**src/rtl/core/vssa_pkg.sv**
```systemverilog
// Shared types, codes and saturating arithmetic for the voice session start/stop unit.
package vssa_pkg;

  localparam int TIME_WIDTH    = 24;
  localparam int CFG_WIDTH     = 24;
  localparam int ELAPSED_WIDTH = 16;
  localparam int MODE_WIDTH    = 3;
  localparam int ACTION_WIDTH  = 2;
  localparam int CAUSE_WIDTH   = 2;
  localparam int CFG_IDX_WIDTH = 3;
  localparam int WIDE = (TIME_WIDTH > CFG_WIDTH) ? TIME_WIDTH : CFG_WIDTH;

  localparam logic [WIDE-1:0] TMAX_WIDE = WIDE'({TIME_WIDTH{1'b1}});

  // mode codes
  localparam logic [MODE_WIDTH-1:0] MODE_DISABLED = 3'd0;
  localparam logic [MODE_WIDTH-1:0] MODE_MONITOR  = 3'd1;
  localparam logic [MODE_WIDTH-1:0] MODE_CONFIRM  = 3'd2;
  localparam logic [MODE_WIDTH-1:0] MODE_RECORD   = 3'd3;
  localparam logic [MODE_WIDTH-1:0] MODE_TAIL     = 3'd4;
  localparam logic [MODE_WIDTH-1:0] MODE_COOLDOWN = 3'd5;

  // action codes
  localparam logic [ACTION_WIDTH-1:0] ACT_NONE  = 2'd0;
  localparam logic [ACTION_WIDTH-1:0] ACT_START = 2'd1;
  localparam logic [ACTION_WIDTH-1:0] ACT_STOP  = 2'd2;

  // stop causes
  localparam logic [CAUSE_WIDTH-1:0] CAUSE_NONE    = 2'd0;
  localparam logic [CAUSE_WIDTH-1:0] CAUSE_SILENCE = 2'd1;
  localparam logic [CAUSE_WIDTH-1:0] CAUSE_MAX     = 2'd2;

  // register indexes
  localparam logic [CFG_IDX_WIDTH-1:0] REG_CONFIRM_TIME  = 3'd0;
  localparam logic [CFG_IDX_WIDTH-1:0] REG_PREROLL_TIME  = 3'd1;
  localparam logic [CFG_IDX_WIDTH-1:0] REG_SILENCE_LIMIT = 3'd2;
  localparam logic [CFG_IDX_WIDTH-1:0] REG_TAIL_TIME     = 3'd3;
  localparam logic [CFG_IDX_WIDTH-1:0] REG_MIN_SESSION   = 3'd4;
  localparam logic [CFG_IDX_WIDTH-1:0] REG_MAX_SESSION   = 3'd5;
  localparam logic [CFG_IDX_WIDTH-1:0] REG_COOLDOWN_TIME = 3'd6;

  typedef struct packed {
    logic                     enable;
    logic                     start_enable;
    logic                     stop_enable;
    logic                     rec_active;
    logic                     speech;
    logic                     start_block;
    logic [ELAPSED_WIDTH-1:0] elapsed;
  } tick_t;

  typedef struct packed {
    logic [MODE_WIDTH-1:0]   mode;
    logic [ACTION_WIDTH-1:0] action_code;
    logic [CAUSE_WIDTH-1:0]  stop_cause;
    logic [CFG_WIDTH-1:0]    preroll_out;
  } result_t;

  typedef struct packed {
    logic [CFG_WIDTH-1:0] confirm_time;
    logic [CFG_WIDTH-1:0] preroll_time;
    logic [CFG_WIDTH-1:0] silence_limit;
    logic [CFG_WIDTH-1:0] tail_time;
    logic [CFG_WIDTH-1:0] min_session;
    logic [CFG_WIDTH-1:0] max_session;
    logic [CFG_WIDTH-1:0] cooldown_time;
  } cfg_regs_t;

  typedef struct packed {
    logic [MODE_WIDTH-1:0] mode;
    logic [TIME_WIDTH-1:0] rec_count;
    logic [TIME_WIDTH-1:0] silence_count;
    logic [TIME_WIDTH-1:0] speech_count;
    logic [TIME_WIDTH-1:0] cooldown_left;
  } sess_state_t;

  // Add and clamp at the top of the time width.
  function automatic logic [WIDE-1:0] sat_add(input logic [WIDE-1:0] a,
                                              input logic [WIDE-1:0] b);
    logic [WIDE:0] s;
    s = {1'b0, a} + {1'b0, b};
    if (s > {1'b0, TMAX_WIDE}) begin
      return TMAX_WIDE;
    end
    return s[WIDE-1:0];
  endfunction

endpackage

```
**src/rtl/core/vssa_tick_if.sv**
```systemverilog
// Tick request channel: valid/ready with one tick of flags and elapsed time.
interface vssa_tick_if;
  logic          valid;
  logic          ready;
  vssa_pkg::tick_t data;

  modport source(output valid, output data, input ready);
  modport sink(input valid, input data, output ready);
endinterface

```
**src/rtl/core/vssa_result_if.sv**
```systemverilog
// Result request channel: valid/ready with mode, action and pre-roll.
interface vssa_result_if;
  logic            valid;
  logic            ready;
  vssa_pkg::result_t data;

  modport source(output valid, output data, input ready);
  modport sink(input valid, input data, output ready);
endinterface

```
**src/rtl/core/vssa_cfg_if.sv**
```systemverilog
// Configuration write channel: valid/ready with register index and write data.
interface vssa_cfg_if;
  logic                                 valid;
  logic                                 ready;
  logic [vssa_pkg::CFG_IDX_WIDTH-1:0]   index;
  logic [vssa_pkg::CFG_WIDTH-1:0]       data;

  modport source(output valid, output index, output data, input ready);
  modport sink(input valid, input index, input data, output ready);
endinterface

```
**src/rtl/core/vssa_step.sv**
```systemverilog
// Next-state and result logic for one tick of the session controller.
module vssa_step (
  input  vssa_pkg::cfg_regs_t   cfg_regs,
  input  vssa_pkg::sess_state_t cur,
  input  vssa_pkg::tick_t       item,
  output vssa_pkg::sess_state_t nxt,
  output vssa_pkg::result_t     res
);
  import vssa_pkg::*;

  always_comb begin
    logic [MODE_WIDTH-1:0]   m;
    logic [WIDE-1:0]         rc;
    logic [WIDE-1:0]         sc;
    logic [WIDE-1:0]         spc;
    logic [WIDE-1:0]         cl;
    logic [WIDE-1:0]         el;
    logic [WIDE-1:0]         cd;
    logic [ACTION_WIDTH-1:0] act;
    logic [CAUSE_WIDTH-1:0]  cause;
    logic [CFG_WIDTH-1:0]    pre;
    logic                    in_rec;
    logic                    go_on;

    m      = cur.mode;
    rc     = WIDE'(cur.rec_count);
    sc     = WIDE'(cur.silence_count);
    spc    = WIDE'(cur.speech_count);
    cl     = WIDE'(cur.cooldown_left);
    el     = WIDE'(item.elapsed);
    cd     = WIDE'(cfg_regs.cooldown_time);
    act    = ACT_NONE;
    cause  = CAUSE_NONE;
    pre    = '0;
    in_rec = (cur.mode == MODE_RECORD) || (cur.mode == MODE_TAIL);
    go_on  = 1'b1;

    if (!item.enable || (!item.start_enable && !item.stop_enable)) begin
      m   = MODE_DISABLED;
      rc  = '0;
      sc  = '0;
      spc = '0;
      cl  = '0;
    end else if (item.rec_active) begin
      if (!in_rec) begin
        rc = '0;
        sc = '0;
      end
      rc  = sat_add(rc, el);
      spc = '0;
      if (item.speech) begin
        sc = '0;
        m  = MODE_RECORD;
      end else if (item.stop_enable) begin
        sc = sat_add(sc, el);
        m  = (sc >= WIDE'(cfg_regs.silence_limit)) ? MODE_TAIL : MODE_RECORD;
      end else begin
        sc = '0;
        m  = MODE_RECORD;
      end
      // Max duration wins over silence when both hold.
      if (item.stop_enable && (cfg_regs.max_session != '0) &&
          (rc >= WIDE'(cfg_regs.max_session))) begin
        act   = ACT_STOP;
        cause = CAUSE_MAX;
      end else if (item.stop_enable && (rc >= WIDE'(cfg_regs.min_session)) &&
                   (sc >= sat_add(WIDE'(cfg_regs.silence_limit),
                                  WIDE'(cfg_regs.tail_time)))) begin
        act   = ACT_STOP;
        cause = CAUSE_SILENCE;
      end
    end else begin
      if (in_rec) begin
        m  = MODE_COOLDOWN;
        cl = (cd > TMAX_WIDE) ? TMAX_WIDE : cd;
        rc = '0;
        sc = '0;
      end
      if (m == MODE_COOLDOWN) begin
        cl = (el >= cl) ? '0 : (cl - el);
        if (cl != '0) begin
          go_on = 1'b0;
        end else begin
          m = MODE_MONITOR;
        end
      end
      if (go_on) begin
        rc = '0;
        sc = '0;
        if (!item.start_enable || item.start_block || !item.speech) begin
          spc = '0;
          m   = MODE_MONITOR;
        end else begin
          spc = sat_add(spc, el);
          m   = MODE_CONFIRM;
          if (spc >= WIDE'(cfg_regs.confirm_time)) begin
            act = ACT_START;
            pre = cfg_regs.preroll_time;
            spc = '0;
          end
        end
      end
    end

    nxt.mode          = m;
    nxt.rec_count     = rc[TIME_WIDTH-1:0];
    nxt.silence_count = sc[TIME_WIDTH-1:0];
    nxt.speech_count  = spc[TIME_WIDTH-1:0];
    nxt.cooldown_left = cl[TIME_WIDTH-1:0];

    res.mode        = m;
    res.action_code = act;
    res.stop_cause  = cause;
    res.preroll_out = pre;
  end

endmodule

```
**src/rtl/core/voice_session_auto_start_stop_unit.sv**
```systemverilog
// Top level of the voice session auto start/stop controller.
//
//   channel  | dir | handshake    | payload
//   ---------+-----+--------------+--------------------------------------------
//   tick     | in  | valid/ready  | enable, start/stop enable, rec_active,
//            |     |              | speech, start_block, elapsed (16 bit ms)
//   result   | out | valid/ready  | mode, action_code, stop_cause, preroll_out
//   cfg      | in  | valid/ready  | index (3 bit), data (24 bit); always ready
//
// One tick per cycle sustained while results are taken; an accepted tick goes into
// the input register, then through the step logic into the result register.
// The mode and the four counters update in the same cycle the result register
// loads, so back-to-back ticks see each other's state without a bubble.
// Reset clears the mode, the counters, both valid flags and restores the
// register defaults. A stalled result holds the pipe; the input register
// still takes a tick while it is empty or the result register is free or
// being drained.
module voice_session_auto_start_stop_unit (
  input logic        clk,
  input logic        rst,
  vssa_tick_if.sink     tick,
  vssa_result_if.source result,
  vssa_cfg_if.sink      cfg
);
  import vssa_pkg::*;

  cfg_regs_t   cfg_regs;
  sess_state_t state;
  sess_state_t state_next;
  tick_t       in_q;
  logic        in_valid;
  result_t     out_q;
  result_t     out_next;
  logic        out_valid;
  logic        advance;

  // The result register can load when empty or when its request is taken.
  assign advance      = !out_valid || result.ready;
  assign tick.ready   = !in_valid || advance;
  assign result.valid = out_valid;
  assign result.data  = out_q;
  assign cfg.ready    = 1'b1;

  // Register file; unknown indexes are dropped.
  always_ff @(posedge clk) begin
    if (rst) begin
      cfg_regs.confirm_time  <= CFG_WIDTH'(200);
      cfg_regs.preroll_time  <= CFG_WIDTH'(500);
      cfg_regs.silence_limit <= CFG_WIDTH'(1500);
      cfg_regs.tail_time     <= CFG_WIDTH'(300);
      cfg_regs.min_session   <= CFG_WIDTH'(1000);
      cfg_regs.max_session   <= CFG_WIDTH'(60000);
      cfg_regs.cooldown_time <= CFG_WIDTH'(1000);
    end else if (cfg.valid) begin
      case (cfg.index)
        REG_CONFIRM_TIME:  cfg_regs.confirm_time  <= cfg.data;
        REG_PREROLL_TIME:  cfg_regs.preroll_time  <= cfg.data;
        REG_SILENCE_LIMIT: cfg_regs.silence_limit <= cfg.data;
        REG_TAIL_TIME:     cfg_regs.tail_time     <= cfg.data;
        REG_MIN_SESSION:   cfg_regs.min_session   <= cfg.data;
        REG_MAX_SESSION:   cfg_regs.max_session   <= cfg.data;
        REG_COOLDOWN_TIME: cfg_regs.cooldown_time <= cfg.data;
        default: begin
        end
      endcase
    end
  end

  // Input register: capture a tick request whenever the stage is free.
  always_ff @(posedge clk) begin
    if (rst) begin
      in_valid <= 1'b0;
    end else if (tick.ready) begin
      in_valid <= tick.valid;
    end
  end

  always_ff @(posedge clk) begin
    if (tick.ready && tick.valid) begin
      in_q <= tick.data;
    end
  end

  vssa_step u_step (
    .cfg_regs (cfg_regs),
    .cur      (state),
    .item     (in_q),
    .nxt      (state_next),
    .res      (out_next)
  );

  // Advance the session state and the result register together.
  always_ff @(posedge clk) begin
    if (rst) begin
      out_valid           <= 1'b0;
      state.mode          <= MODE_DISABLED;
      state.rec_count     <= '0;
      state.silence_count <= '0;
      state.speech_count  <= '0;
      state.cooldown_left <= '0;
    end else if (advance) begin
      out_valid <= in_valid;
      if (in_valid) begin
        state <= state_next;
      end
    end
  end

  always_ff @(posedge clk) begin
    if (advance && in_valid) begin
      out_q <= out_next;
    end
  end

endmodule

```
**src/flat_wrapper.sv**
```systemverilog
// flat-port wrapper written by rule: the top's interface ports become plain ports
module voice_session_auto_start_stop_unit_flat import vssa_pkg::*;
  (clk, rst, tick_valid, tick_data, tick_ready, result_valid, result_data, result_ready, cfg_valid, cfg_index, cfg_data, cfg_ready);
  vssa_tick_if tick_i ();
  vssa_result_if result_i ();
  vssa_cfg_if cfg_i ();
  input logic clk;
  input logic rst;
  input wire logic [$bits(tick_i.valid)-1:0] tick_valid;
  input wire logic [$bits(tick_i.data)-1:0] tick_data;
  output wire logic [$bits(tick_i.ready)-1:0] tick_ready;
  output wire logic [$bits(result_i.valid)-1:0] result_valid;
  output wire logic [$bits(result_i.data)-1:0] result_data;
  input wire logic [$bits(result_i.ready)-1:0] result_ready;
  input wire logic [$bits(cfg_i.valid)-1:0] cfg_valid;
  input wire logic [$bits(cfg_i.index)-1:0] cfg_index;
  input wire logic [$bits(cfg_i.data)-1:0] cfg_data;
  output wire logic [$bits(cfg_i.ready)-1:0] cfg_ready;
  assign tick_i.valid = tick_valid;
  assign tick_i.data = tick_data;
  assign tick_ready = tick_i.ready;
  assign result_valid = result_i.valid;
  assign result_data = result_i.data;
  assign result_i.ready = result_ready;
  assign cfg_i.valid = cfg_valid;
  assign cfg_i.index = cfg_index;
  assign cfg_i.data = cfg_data;
  assign cfg_ready = cfg_i.ready;
  voice_session_auto_start_stop_unit u_core (.clk(clk), .rst(rst), .tick(tick_i), .result(result_i), .cfg(cfg_i));
endmodule
```
**config.mk**
```make
export PLATFORM = sky130hd
export DESIGN_NAME = voice_session_auto_start_stop_unit_flat
export DESIGN_NICKNAME = d
export VERILOG_FILES = /design/src/rtl/core/vssa_pkg.sv /design/src/rtl/core/vssa_tick_if.sv /design/src/rtl/core/vssa_result_if.sv /design/src/rtl/core/vssa_cfg_if.sv /design/src/rtl/core/vssa_step.sv /design/src/rtl/core/voice_session_auto_start_stop_unit.sv /design/src/flat_wrapper.sv
export SDC_FILE = /design/constraint.sdc
export NUM_CORES = 1
export LEC_CHECK = 0
export BUFFER_PORTS_ARGS = -buffer_cell sky130_fd_sc_hd__buf_2
export CAP_MARGIN = 10
export CORE_ASPECT_RATIO = 1.75
export CORE_MARGIN = 5
export CORE_UTILIZATION = 52
export DETAILED_ROUTE_END_ITERATION = 16
export GPL_TIMING_DRIVEN = 0
export PLACE_DENSITY = 0.72
export REMOVE_ABC_BUFFERS = 1
export SLEW_MARGIN = 5
export SYNTH_ARGS = -nofsm -noshare
export SYNTH_HDL_FRONTEND = slang
export SYNTH_SLANG_ARGS = --single-unit
```
**constraint.sdc**
```tcl
create_clock -name clk -period 15.69 [get_ports clk]
set_input_delay 2.3535 -clock clk [delete_from_list [all_inputs] [get_ports clk]]
set_output_delay 2.3535 -clock clk [all_outputs]
set_load 0.05 [all_outputs]
```
==> Word-level counts from Yosys, hierarchy flattened <==
Index checks and enable logic that the tools add are counted.
{ "word_totals": {"word_cells": 184, "output_inout_bits": 34, "register_bits": 322} }
{ "classes": {"magnitude_cmp": 11, "add_sub_neg": 5, "n_mux": 91, "bitwise_logic": 3, "eq_ne": 10, "reduce_logical": 38} }
{ "op_table": {"columns": ["op", "n"], "rows": [
  ["24-bit two-way mux", 50],
  ["24-bit >= comparator", 5],
  ["25-bit by 24-bit > comparator with 1-bit output (second input constant)", 4],
  ["24-bit by 16-bit adder with 25-bit output", 3],
  ["24-bit nonzero test", 2],
  ["3-bit two-way mux", 11],
  ["24-bit by 24-bit adder with 25-bit output", 1],
  ["1-bit two-way mux", 25],
  ["16-bit by 24-bit >= comparator with 1-bit output", 1],
  ["24-bit > comparator (second input constant)", 1],
  ["24-bit by 16-bit subtractor with 24-bit output", 1],
  ["2-bit AND reduction", 8],
  ["3-bit equality test (second input constant)", 5],
  ["2-bit two-way mux", 5],
  ["3-bit by 2-bit equality test with 1-bit output (second input constant)", 3],
  ["3-bit AND reduction", 3],
  ["1-bit logical AND", 7],
  ["1-bit logical NOT", 6],
  ["1-bit logical OR", 6],
  ["5-bit OR reduction", 1],
  ["4-bit nonzero test", 1],
  ["3-bit by 1-bit equality test with 1-bit output (second input constant)", 1],
  ["3-bit logical NOT", 1],
  ["1-bit NOT", 3],
  ["4 further kinds", 4]
]} }

==> Logic depth before layout (Yosys ltp) <==
{ "logic_depth": {"depth_word": 27, "ltp_mapped": 28, "mapped_depth_nobuf": 24} }

==> By module <==
Synthesis repeated with hierarchy kept, for this count alone.
{ "unflattened": {"cells_unflattened": 2802, "hier_area_um2": 22535.4} }
{ "modules_own_cells": {"columns": ["mod", "area_each_um2", "cells_each", "instances"], "rows": [
  ["voice_session_auto_start_stop_unit", 11887.7, 1211, 1],
  ["vssa_step", 10647.7, 1591, 1]
]} }

==> Least setup slack after synthesis <==
No wires, ideal clock.
{ "synth_path": {"path_kind": "reg-to-reg", "from": "register u_core.state[96] in the netlist's numbering", "to": "register u_core.out_q (netlist bit u_core.result.data[27]), data pin", "synth_period_minus_slack_ns": 6.120, "setup_ns": 0.262, "path_slack_ns": 9.570, "required_time_ns": 15.428, "arrival_ns": 5.858, "n_path_buf": 3, "stages_incl_launch_ff": 27, "cell_sequence": "dfxtp_1 buf_2 or3b_4 nand2_1 clkbuf_1 clkbuf_1 and2_1 ha_1 inv_1 fa_1 nor2b_1 o21ai_0 a21boi_0 o311a_1 a211oi_1 nor4_1 o21ai_0 ha_1 nand2b_1 a21o_1 a21o_1 a21o_1 a21o_1 a2111oi_0 o311a_1 a211oi_1 or2_2"} }
{ "synth_between": {"elab_chain_len": 26, "word_cells_on_any_way": 42} }
{ "synth_lines": {"columns": ["element", "line_no", "rtl"], "rows": [
  ["start, declared", "voice_session_auto_start_stop_unit.sv:28", "sess_state_t state;"],
  ["start signal, assigned", "voice_session_auto_start_stop_unit.sv:104", "state <= state_next;"],
  ["3-bit by 2-bit equality test with 1-bit output or 3-bit equality test (tied branches)", "vssa_step.sv:35", "in_rec = (cur.mode == MODE_RECORD) || (cur.mode == MODE_TAIL);"],
  ["1-bit logical OR (*)", "vssa_step.sv:35", null],
  ["24-bit two-way mux", "vssa_step.sv:45", "if (!in_rec) begin"],
  ["24-bit two-way mux", "vssa_step.sv:44", "end else if (item.rec_active) begin"],
  ["24-bit two-way mux", "vssa_step.sv:38", "if (!item.enable || (!item.start_enable && !item.stop_enable)) begin"],
  ["24-bit by 16-bit adder with 25-bit output", "vssa_pkg.sv:81", "s = {1'b0, a} + {1'b0, b};"],
  ["25-bit by 24-bit > comparator with 1-bit output", "vssa_pkg.sv:82", "if (s > {1'b0, TMAX_WIDE}) begin"],
  ["1-bit two-way mux", "vssa_pkg.sv:82", null],
  ["(+10 left out)", null, null],
  ["24-bit two-way mux", "vssa_step.sv:51", "if (item.speech) begin"],
  ["24-bit two-way mux", "vssa_step.sv:44", null],
  ["24-bit two-way mux", "vssa_step.sv:38", null],
  ["24-bit >= comparator", "vssa_step.sv:67", "(sc >= sat_add(WIDE'(cfg_regs.silence_limit),"],
  ["1-bit logical AND", "vssa_step.sv:66", "end else if (item.stop_enable && (rc >= WIDE'(cfg_regs.min_session)) &&"],
  ["2-bit two-way mux", "vssa_step.sv:66", null],
  ["2-bit two-way mux (*)", "vssa_step.sv:62", "if (item.stop_enable && (cfg_regs.max_session != '0) &&"],
  ["2-bit two-way mux (*)", "vssa_step.sv:44", null],
  ["end signal, assigned", "voice_session_auto_start_stop_unit.sv:111", "out_q <= out_next;"],
  ["end, declared", "voice_session_auto_start_stop_unit.sv:32", "result_t out_q;"]
]} }
Mark *: on every way between the ends. The rest lies on a longest branch, timed or not. The select of a mux whose other input is x is not followed.
A chain may end at the register's enable or synchronous reset.

==> Worst setup path in the final report <==
{ "layout_path": {"from": "register u_core.state[98] in the netlist's numbering", "to": "register u_core.out_q (netlist bit u_core.result.data[27]), data pin"} }
The elaborated chain is that of the path after synthesis.

==> results.json <==
{
  "hpwlAfterDp_mm": 48.4,
  "power.density_mw_per_mm2": 86.0,
  "ff2ff_path_depth": 25,
  "synthCells": 2630,
  "drt_iter0_drc": 1358,
  "yosys-top-cells-area": "dfxtp_1, ha_1, nand2_1, edfxtp_1, a21oi_1",
  "critPathKind": "register to register",
  "htreeDepth": 1,
  "multiInputGateArea_mm2": 0.0130,
  "grt_pass1_wl_mm": 102,
  "rsz0062_at_grt": "false",
  "nets": 2919,
  "start_kind": "register",
  "fin_skew_ns": 0.0301,
  "io_pins": 88,
  "yosysMostFrequentCell": "nand2_1",
  "cts_num_sinks": 322,
  "clock.fmax_mhz": 136,
  "post-place-cells": 3114,
  "synth_compound_area_share_pct": 20.0,
  "max-slew-margin-rel_pct": 15.2,
  "routed_wl_mm": 65.9,
  "grt_max_degree": 90,
  "whs_path_depth": 2,
  "cts-buffers-inserted": 30,
  "finalHoldViolCount": 0,
  "drv_slew": 0,
  "synth.distinct_cells": 98,
  "cts_tree": "done",
  "synth.largest_area_cell": "dfxtp_1",
  "rows": 97,
  "syn_to_final_growth_pct": 9.30,
  "cts_root_buf": "clkbuf_16",
  "clk_pin_slew_worst_paths_ns": 0.07,
  "antenna_found_initial": 1,
  "start_util_pct": 52.5,
  "fin_ws_ns": 8.36,
  "synth-main-ff-cell": "dfxtp_1",
  "chipWidth_um": 162,
  "peakVddDrop_v": 0.0000783,
  "yosys-top-cells-count": "nand2_1, dfxtp_1, a21oi_1, ha_1, inv_1",
  "syn_area_per_cell_um2": 7.99,
  "synth-xor-area-share_pct": 2.84,
  "p_total_mw": 1.97,
  "p_leak_nw": 9.74,
  "async_flop_share_pct": 0,
  "status": "finished clean",
  "port_buffers": 86,
  "grt_usage_pct": 28.7,
  "gp_congestion": 0.988,
  "worst-endpoint-arrival_ns": 7.68,
  "fp.dieH_um": 276,
  "critPathMaxFanout": 37,
  "globalRouteOverflowTotal": 0,
  "grt_pass1_vias": 19000,
  "cp_data_required_time_ns": 16.04,
  "wire_per_inst_um": 20.8,
  "synth_top_family_by_area": "simple AND/OR/NAND/NOR gates",
  "drive_above_1_share_pct": 8.12,
  "synth_edf_count": 53,
  "fin_crit_sh_pct": 46.7,
  "hold_path_startpoint": "u_core.state[31]$_SDFFE_PP0P_",
  "netlist_area_mm2": 0.0210,
  "worst_slew_pin_slew_ns": 1.27,
  "setup_violations": 0,
  "synth-seq-area-share_pct": 33.2,
  "post-route-min-period_ns": 7.33,
  "drtPass1Iterations": 6,
  "synth.area.mux_share_pct": 2.84,
  "critPathCaptureType": "register",
  "synth-seq-cells": 322,
  "vias": 19400,
  "cts.path.max_buffers": 3,
  "timing.setup.tns_ns": 0,
  "drc_errors": 0,
  "post_cts_resize_count": 0,
  "min_to": "u_core.state[31]$_SDFFE_PP0P_",
  "num-fill-cells": 3689,
  "pre_cts_ws_ns": 8.50,
  "core_mm2": 0.0401,
  "post_cts_buffers": 0,
  "via_per_inst": 6.11,
  "clk_latency_ns": 0.60,
  "hp-class": "register to register",
  "die-area_mm2": 0.0447,
  "ys_warn_count": 0,
  "postRouteAntennaNets": 0,
  "synth_adder_area_share_pct": 12.9,
  "synth_top_area_share_pct": 25.6,
  "fin_cells": 3170,
  "regToRegSetupSlack_ns": 8.36,
  "cts_hold_buffers": 0,
  "seqCellArea_mm2": 0.00698,
  "drv_cap": 0,
  "synthSimpleGateAreaFrac_pct": 22.9,
  "reg2reg_to": "u_core.result.data[27]$_SDFFCE_PN0P_",
  "regToRegStartpoint": "u_core.state[98]$_SDFFE_PP0P_"
}
## sequential cells by signal (all words and copies together) (netlist names)
signal,cells
u_core.cfg_regs,168
u_core.in_q,22
u_core.result.valid,1
u_core.result.data,31
u_core.in_valid,1
u_core.state,99
## through the flow
stage               hold WS (ns)  util (%)  instance area, um^2
floorplan                  0.426         -                20500
detailed placement         0.442      54.6                21900
global placement           0.436      53.8                21600
CTS                        0.452      57.3                23000
global route               0.471      57.3                23000
finish                     0.451      57.3                23000
## worst max path at each step
stage / cells after the start / endpoint / slack [ns] / startpoint
2_1_floorplan: 22 / u_core.result.data[27]$_SDFFCE_PN0P_ / 9.41 / u_core.state[98]$_SDFFE_PP0P_
3_3_place_gp: 4 / u_core.state[29]$_SDFFE_PP0P_ / 6.71 / rst
3_5_place_dp: 25 / u_core.result.data[27]$_SDFFCE_PN0P_ / 8.50 / u_core.state[98]$_SDFFE_PP0P_
4_1_cts: 25 / u_core.result.data[27]$_SDFFCE_PN0P_ / 8.42 / u_core.state[98]$_SDFFE_PP0P_
5_1_grt: 25 / u_core.result.data[27]$_SDFFCE_PN0P_ / 7.92 / u_core.state[98]$_SDFFE_PP0P_
6_report: 25 / u_core.result.data[27]$_SDFFCE_PN0P_ / 8.36 / u_core.state[98]$_SDFFE_PP0P_
## area by class of cell
| type | instances | share of cell area (%) |
|---|---|---|
| Multi-Input combinational cell | 2029 | 56.5 |
| Antenna cell | 1 | 0.0109 |
| Clock inverter | 15 | 0.997 |
| Sequential cell | 322 | 30.4 |
| Tap cell | 495 | 2.70 |
| Inverter | 168 | 2.76 |
| Timing Repair Buffer | 101 | 2.94 |
| Clock buffer | 39 | 3.70 |
## power breakdown
| group | leakage (nW) | internal (mW) | switching, mW |
|---|---|---|---|
| clock network | 0.530 | 0.466 | 0.344 |
| registers | 2.70 | 0.858 | 0.0207 |
| logic | 6.51 | 0.0942 | 0.191 |
| total | 9.74 | 1.42 | 0.556 |
## cell usage in the layout (no fill, tap or decap), drive strengths merged, types with 13 or more instances in the layout
master     n
a211oi    22
a21o      58
a21oi    247
a22oi     14
a31oi     15
and2      69
and3      23
buf      100
clkbuf    40
dfxtp    269
edfxtp    53
ha       208
inv      170
mux2i     49
nand2    562
nand2b    32
nand3     62
nand4     25
nor2     133
nor2b     25
nor3      35
nor4      17
o211ai    37
o21a      19
o21ai     90
o2bb2ai   19
or2       15
or3       13
xnor2     40
xor2      28
## logic make-up after synthesis
| family | count (synthesis) |
|---|---|
| compound gates | 641 |
| xor+xnor | 68 |
| fa+ha+maj | 213 |
| buf+inv | 279 |
| flops | 322 |
| mux | 57 |
| other cells | 1 |
| simple gates | 1049 |
## critical path, stage by stage, from the launching register on
cell	delay, ns
dfxtp_1	0.55
or3b_4	0.46
nand2_2	0.41
buf_12	0.27
and2_1	0.15
ha_1	0.16
inv_1	0.07
fa_1	0.40
nor2b_1	0.25
o31a_1	0.19
o21ai_0	0.18
o211ai_1	0.29
a211o_1	0.30
nand2_1	0.19
nor4_1	0.88
nor2_1	0.21
ha_1	0.33
nand2b_1	0.14
a21o_1	0.17
a21o_1	0.17
a21o_1	0.17
a211oi_1	0.25
o21ai_0	0.16
a21oi_1	0.28
a211oi_1	0.13
or2_2	0.31
## per-layer routing
| metal | wire [um] | global-route usage, % | vias up |
|---|---|---|---|
| li1 | - | - | 9252 |
| met1 | 23400 | 30.4 | 9196 |
| met2 | 32200 | 50.2 | 655 |
| met3 | 4000 | 4.33 | 259 |
| met4 | 6280 | 23.5 | 0 |
| met5 | 0 | 0 | - |
No activity file was read; power rests on OpenSTA's default activity.
